--- config.mk ---
export PLATFORM = sky130hd
export DESIGN_NAME = gcd_ctrl
export DESIGN_NICKNAME = d
export VERILOG_FILES = /design/src/rtl/glimpse_crop_downsample_defines.svh /design/src/rtl/gcd_pkg.sv /design/src/rtl/gcd_ctrl.sv
export SDC_FILE = /design/constraint.sdc
export NUM_CORES = 1
export LEC_CHECK = 0
export BUFFER_PORTS_ARGS = -buffer_cell sky130_fd_sc_hd__buf_2
export CORE_AREA = 4 4 41 43
export CTS_CLUSTER_DIAMETER = 50
export DETAILED_ROUTE_END_ITERATION = 12
export DIE_AREA = 0 0 45 47
export PLACE_DENSITY = 0.44
export SYNTH_ARGS = -nofsm -noshare
export SYNTH_HDL_FRONTEND = slang
export SYNTH_SLANG_ARGS = --single-unit
--- constraint.sdc ---
create_clock -name clk_i -period 1.5 [get_ports clk_i]
set_clock_uncertainty 0.1 [all_clocks]
set_input_delay 0.3 -clock clk_i [delete_from_list [all_inputs] [get_ports clk_i]]
set_output_delay 0.3 -clock clk_i [all_outputs]
set_load 0.01 [all_outputs]
--- src/rtl/glimpse_crop_downsample_defines.svh ---
// Assertion helpers for the glimpse crop block.
// Both expect clk_i and rst_ni in the scope where they are used.
`ifndef GLIMPSE_CROP_DOWNSAMPLE_DEFINES_SVH
`define GLIMPSE_CROP_DOWNSAMPLE_DEFINES_SVH

// Same-cycle implication.
`define GCD_ASSERT_SAME(label, ante, cons, msg) \
  label: assert property (@(posedge clk_i) disable iff (!rst_ni) (ante) |-> (cons)) \
    else $error(msg);

// Next-cycle implication.
`define GCD_ASSERT_NEXT(label, ante, cons, msg) \
  label: assert property (@(posedge clk_i) disable iff (!rst_ni) (ante) |=> (cons)) \
    else $error(msg);

`endif

--- src/rtl/gcd_pkg.sv ---
`default_nettype none

package gcd_pkg;

  localparam int unsigned MaxHeight   = 256;
  localparam int unsigned MaxWidth    = 256;
  localparam int unsigned MaxChannels = 4;
  localparam int unsigned PixelBits   = 16;

  localparam int unsigned RowW  = 8;
  localparam int unsigned ColW  = 8;
  localparam int unsigned ChW   = 2;
  localparam int unsigned FracW = 17;
  localparam int unsigned DimW  = 9;
  localparam int unsigned CropW = 8;
  localparam int unsigned ProdW = FracW + DimW;
  localparam int unsigned SumW  = PixelBits + 2;

  // four banks split by row and column parity
  localparam int unsigned NumBanks  = 4;
  localparam int unsigned BankSelW  = 2;
  localparam int unsigned BankAddrW = ChW + (RowW - 1) + (ColW - 1);
  localparam int unsigned BankDepth = 1 << BankAddrW;

  localparam int unsigned CfgAddrW = 3;
  localparam int unsigned CfgDataW = 9;

  localparam logic [FracW-1:0] FracOne = FracW'(65536);

  typedef enum logic {
    OP_STORE   = 1'b0,
    OP_REQUEST = 1'b1
  } op_e;

  typedef enum logic [1:0] {
    ST_OK     = 2'd0,
    ST_BOUNDS = 2'd1,
    ST_CROP   = 2'd2
  } status_e;

  typedef enum logic [CfgAddrW-1:0] {
    CFG_CROP_SIZE     = 3'd0,
    CFG_DOWNSAMPLE    = 3'd1,
    CFG_IMAGE_HEIGHT  = 3'd2,
    CFG_IMAGE_WIDTH   = 3'd3,
    CFG_CHANNEL_COUNT = 3'd4
  } cfg_idx_e;

  typedef enum logic [2:0] {
    S_IDLE,
    S_PREP,
    S_MUL_CROP,
    S_MUL_BLOCK,
    S_READ_BLOCK,
    S_SUM
  } state_e;

  typedef struct packed {
    logic                    operation;
    logic [RowW-1:0]         pixel_row;
    logic [ColW-1:0]         pixel_col;
    logic [ChW-1:0]          channel;
    logic signed [PixelBits-1:0] pixel_value;
    logic [FracW-1:0]        loc_row_frac;
    logic [FracW-1:0]        loc_col_frac;
    logic                    use_bounds;
    logic [DimW-1:0]         bound_height;
    logic [DimW-1:0]         bound_width;
    logic [CropW-1:0]        out_row;
    logic [CropW-1:0]        out_col;
  } in_t;

  typedef struct packed {
    logic signed [PixelBits-1:0] crop_value;
    logic signed [PixelBits-1:0] down_value;
    logic [1:0]                  status;
  } out_t;

  // controller -> datapath
  typedef struct packed {
    logic accept;
    logic prep;
    logic mul_crop;
    logic mul_block;
    logic rd_block;
    logic load_out;
  } cmd_t;

  // datapath -> controller
  typedef struct packed {
    logic is_request;
    logic out_busy;
  } sts_t;

endpackage

`default_nettype wire

--- src/rtl/gcd_ctrl.sv ---
`default_nettype none

module gcd_ctrl (
  input  wire logic          clk_i,
  input  wire logic          rst_ni,
  input  wire logic          in_valid_i,
  output logic               in_ready_o,
  input  wire gcd_pkg::sts_t sts_i,
  output gcd_pkg::cmd_t      cmd_o
);

  gcd_pkg::state_e state_q, state_d;

  always_ff @(posedge clk_i or negedge rst_ni) begin
    if (!rst_ni) begin
      state_q <= gcd_pkg::S_IDLE;
    end else begin
      state_q <= state_d;
    end
  end

  always_comb begin
    state_d = state_q;
    unique case (state_q)
      gcd_pkg::S_IDLE: begin
        if (in_valid_i && sts_i.is_request) state_d = gcd_pkg::S_PREP;
      end
      gcd_pkg::S_PREP:       state_d = gcd_pkg::S_MUL_CROP;
      gcd_pkg::S_MUL_CROP:   state_d = gcd_pkg::S_MUL_BLOCK;
      gcd_pkg::S_MUL_BLOCK:  state_d = gcd_pkg::S_READ_BLOCK;
      gcd_pkg::S_READ_BLOCK: state_d = gcd_pkg::S_SUM;
      gcd_pkg::S_SUM: begin
        if (!sts_i.out_busy) state_d = gcd_pkg::S_IDLE;
      end
      default: state_d = gcd_pkg::S_IDLE;
    endcase
  end

  always_comb begin
    in_ready_o = 1'b0;
    cmd_o      = '0;
    unique case (state_q)
      gcd_pkg::S_IDLE: begin
        in_ready_o   = 1'b1;
        cmd_o.accept = in_valid_i;
      end
      gcd_pkg::S_PREP:       cmd_o.prep      = 1'b1;
      gcd_pkg::S_MUL_CROP:   cmd_o.mul_crop  = 1'b1;
      gcd_pkg::S_MUL_BLOCK:  cmd_o.mul_block = 1'b1;
      gcd_pkg::S_READ_BLOCK: cmd_o.rd_block  = 1'b1;
      gcd_pkg::S_SUM:        cmd_o.load_out  = !sts_i.out_busy;
      default: ;
    endcase
  end

endmodule

`default_nettype wire

==> impl_results.md <==
* Failing checks: setup timing
* Area grow syn2layout at 73.60%
* CP Capture Type: output pin
* WL per Instance at 11.07 um
* Met2 Resource Use GR at roughly 11%
* Number of flip-flops under the largest register name at 3
* Overall Global Routing Usage at around 8.5%
* Syn Std Cell Area at approximately 220 um2
* Yosys Warn Count at 0
* Area of the multi-input gates at approximately 130 um2
* Post-Layout Cell Count at 56
* Dpl cell area at about 260 um2
* Total CTS buffers at 3
* Max VDD drop at between 700 and 800 uV
* Critical path type: reg2out
* Placement Setup Slack at between 100 and 150 ps
* Post-layout util at between 20 and 30%
* Post-synth cell types at 15
* FF-to-FF Start: state_q[1]
* Worst slew pin tran at 228.9 ps
* Worst path depth at 3
* DP Cell Count at between 40 and 50
* DIE AREA at approximately 2100 um2
* Status: complete, but fails checks
* Diode count at 0
* R2R cell count at 4
* Critical Path Start Type: flop
* Finish-stage setup viols at 4
* Worst-skew pair later-pin latency at around 240 ps
* CTS tree: built
* DIE HEIGHT at 47 um
* Delay-heaviest family, CP: flip-flops
* CTS clk-pin slew, worst paths at around 40 ps
* Critical Path Source: state_q[0]
* DR vias/cell at around 4.0
* RSZ-0062 raised after global routing: yes
* Final Hold Fails at 0
* Routed vias at 224
* Buf+Inv Stages, Crit Path at 2
* Largest stage delay on the critical path at ~450 ps
* IO Pins at 12
* First-pass GRT wire length at 1.173 mm
* Cell count after synthesis at 21
* Nets at 47
* Final ANT Viol Nets at 0
* Syn avg cell area at roughly 11 um2
* Most common cell after layout, fill and taps aside: buf_2
* Layout cells sized above 1 at around two thirds
* H-tree depth at 1
* Final instance area at ~390 um2
* DR iter-0 viols at 2
* Initial antenna violation count at 0
* Worst-path fanout max at 7
* Largest register by flop count: state_q
* Reg2reg end: state_q[0]
* Total wire length at 620 um
* Die width at between 40 and 50 um
* Fillers at roughly 150
* Storage cell area at 78.83 um2
* Top Registers: state_q (3)
* Root buf cell: clkbuf_4
* CP Cell Sequence: buf_4 -> nor3b_2 -> buf_2
* Final routed DRC violation total at 0
* Initial Utilization at ~17%
* Post-layout min period at between 1500 and 2000 ps
* Power density over the cells at 2208 nW/um2
* GR Util met3 at ~5.7%
* Total grt overflow at 0
* PortBufs at 11
* Fmax achieved at roughly 640 MHz
* Worst path slowest cell: dfrtp_2
* Max_cap viols at 0
* Yosys reg bits at 3
* CTS Buffer Depth at 2
* Slew headroom at 84.74%
* Leak at 0.0001776 uW
* Worst setup path endpoint: cmd_o[1]
* Core area at approximately 1300 um2
* CP Data Arrival Time at around 1200 ps
* Register area share after synthesis at about a third
* Flop-to-flop setup slack at roughly 280 ps
* Row count at 13
* Setup ws final at -50.69 ps
* Met1 GRT Util at about a tenth
* CP Data Required Time at 1100 ps
* Hold Crit Class: in2reg
* Pin count of the biggest net entering global routing at 9
* GRT busiest layer: met2
* Final worst path period share at 103.4%
* Vias in the first global route at around 250
* Clock tree sinks at 3
* First-pass detailed-route iteration total at 2
* Most frequent cells in the layout: 9 x buf_2, 4 x buf_6, 4 x buf_4
* Syn nets at 26
* Max Slew Vio Count at 0
* Final GP Congestion at roughly 0.7
==> cell type report <==
type	instances	share of cell area, %
Timing Repair Buffer	19	34.63
Tap cell	15	4.854
Clock buffer	4	6.796
Sequential cell	3	20.39
Inverter	1	0.9709
Multi-Input combinational cell	14	32.36
==> stage by stage <==
stage               hold WS (ps)  TNS [ps]  power, uW
floorplan                 -95.59         0      471.3
global placement          -4.775         0      493.0
detailed placement       -0.9576         0      494.8
CTS                        236.8    -124.3      780.0
global route               250.3    -606.6      928.1
finish                     240.6    -128.4      853.8
==> metal layers <==
layer  part of all wire, %  routed length [um]  vias to the layer above
met5                     0                   0                        -
met1                    49                 302                       98
li1                      -                   -                      111
met2                    39                 240                       13
met3                    11                  69                        2
met4                   1.3                   8                        0
==> worst min-delay path, cell delays in order <==
cell and delay, ps:
buf_2 100, nand2_1 60, a221oi_1 60
==> Yosys cell counts <==
master / instances / share of area, %
buf_6: 3 / 15
dfrtp_1: 3 / 34
nor3b_1: 3 / 10
a211oi_1: 1 / 3.4
a221oi_1: 1 / 3.9
a31o_1: 1 / 3.9
and2_1: 1 / 2.8
and3b_4: 1 / 5.6
inv_1: 1 / 1.7
nand2_1: 1 / 1.7
nand2b_1: 1 / 2.8
nor2_1: 1 / 1.7
nor3_1: 1 / 2.2
nor3_4: 1 / 7.3
xnor2_1: 1 / 3.9
==> worst min-delay path by stage <==
stage	slack [ps]	cells past startpoint	endpoint	start
floorplan	-100	0	state_q[0]	rst_ni
global placement	-5	1	state_q[1]	rst_ni
detailed placement	-1	1	state_q[0]	rst_ni
CTS	240	3	state_q[0]	sts_i[0]
global route	250	3	state_q[0]	sts_i[0]
finish	240	3	state_q[0]	sts_i[0]
==> cell families after synthesis <==
kind of cell,Yosys count,synth area share [%]
DFF,3,33.71
buffers and inverters,4,16.85
xor gates and xnor gates,1,3.933
and+or+nand+nor,10,34.27
AOI/OAI and AO/OA,3,11.24
==> repair_timing <==
item                       in CTS  in global routing
hold buffers                    1                  0
pin swaps                       6                  3
setup buffers                   4                  3
resized for setup              11                  2
hold endpoints to repair        3                  0
setup endpoints to repair       7                  6
==> power breakdown <==
group	switching, uW	leakage, uW	internal [uW]
clock network	44.1	0.0000150	99.8
logic	202	0.000129	307
registers	75.0	0.0000339	126
total	321	0.000178	533
Note: power is estimated with default switching activity, not from simulation.
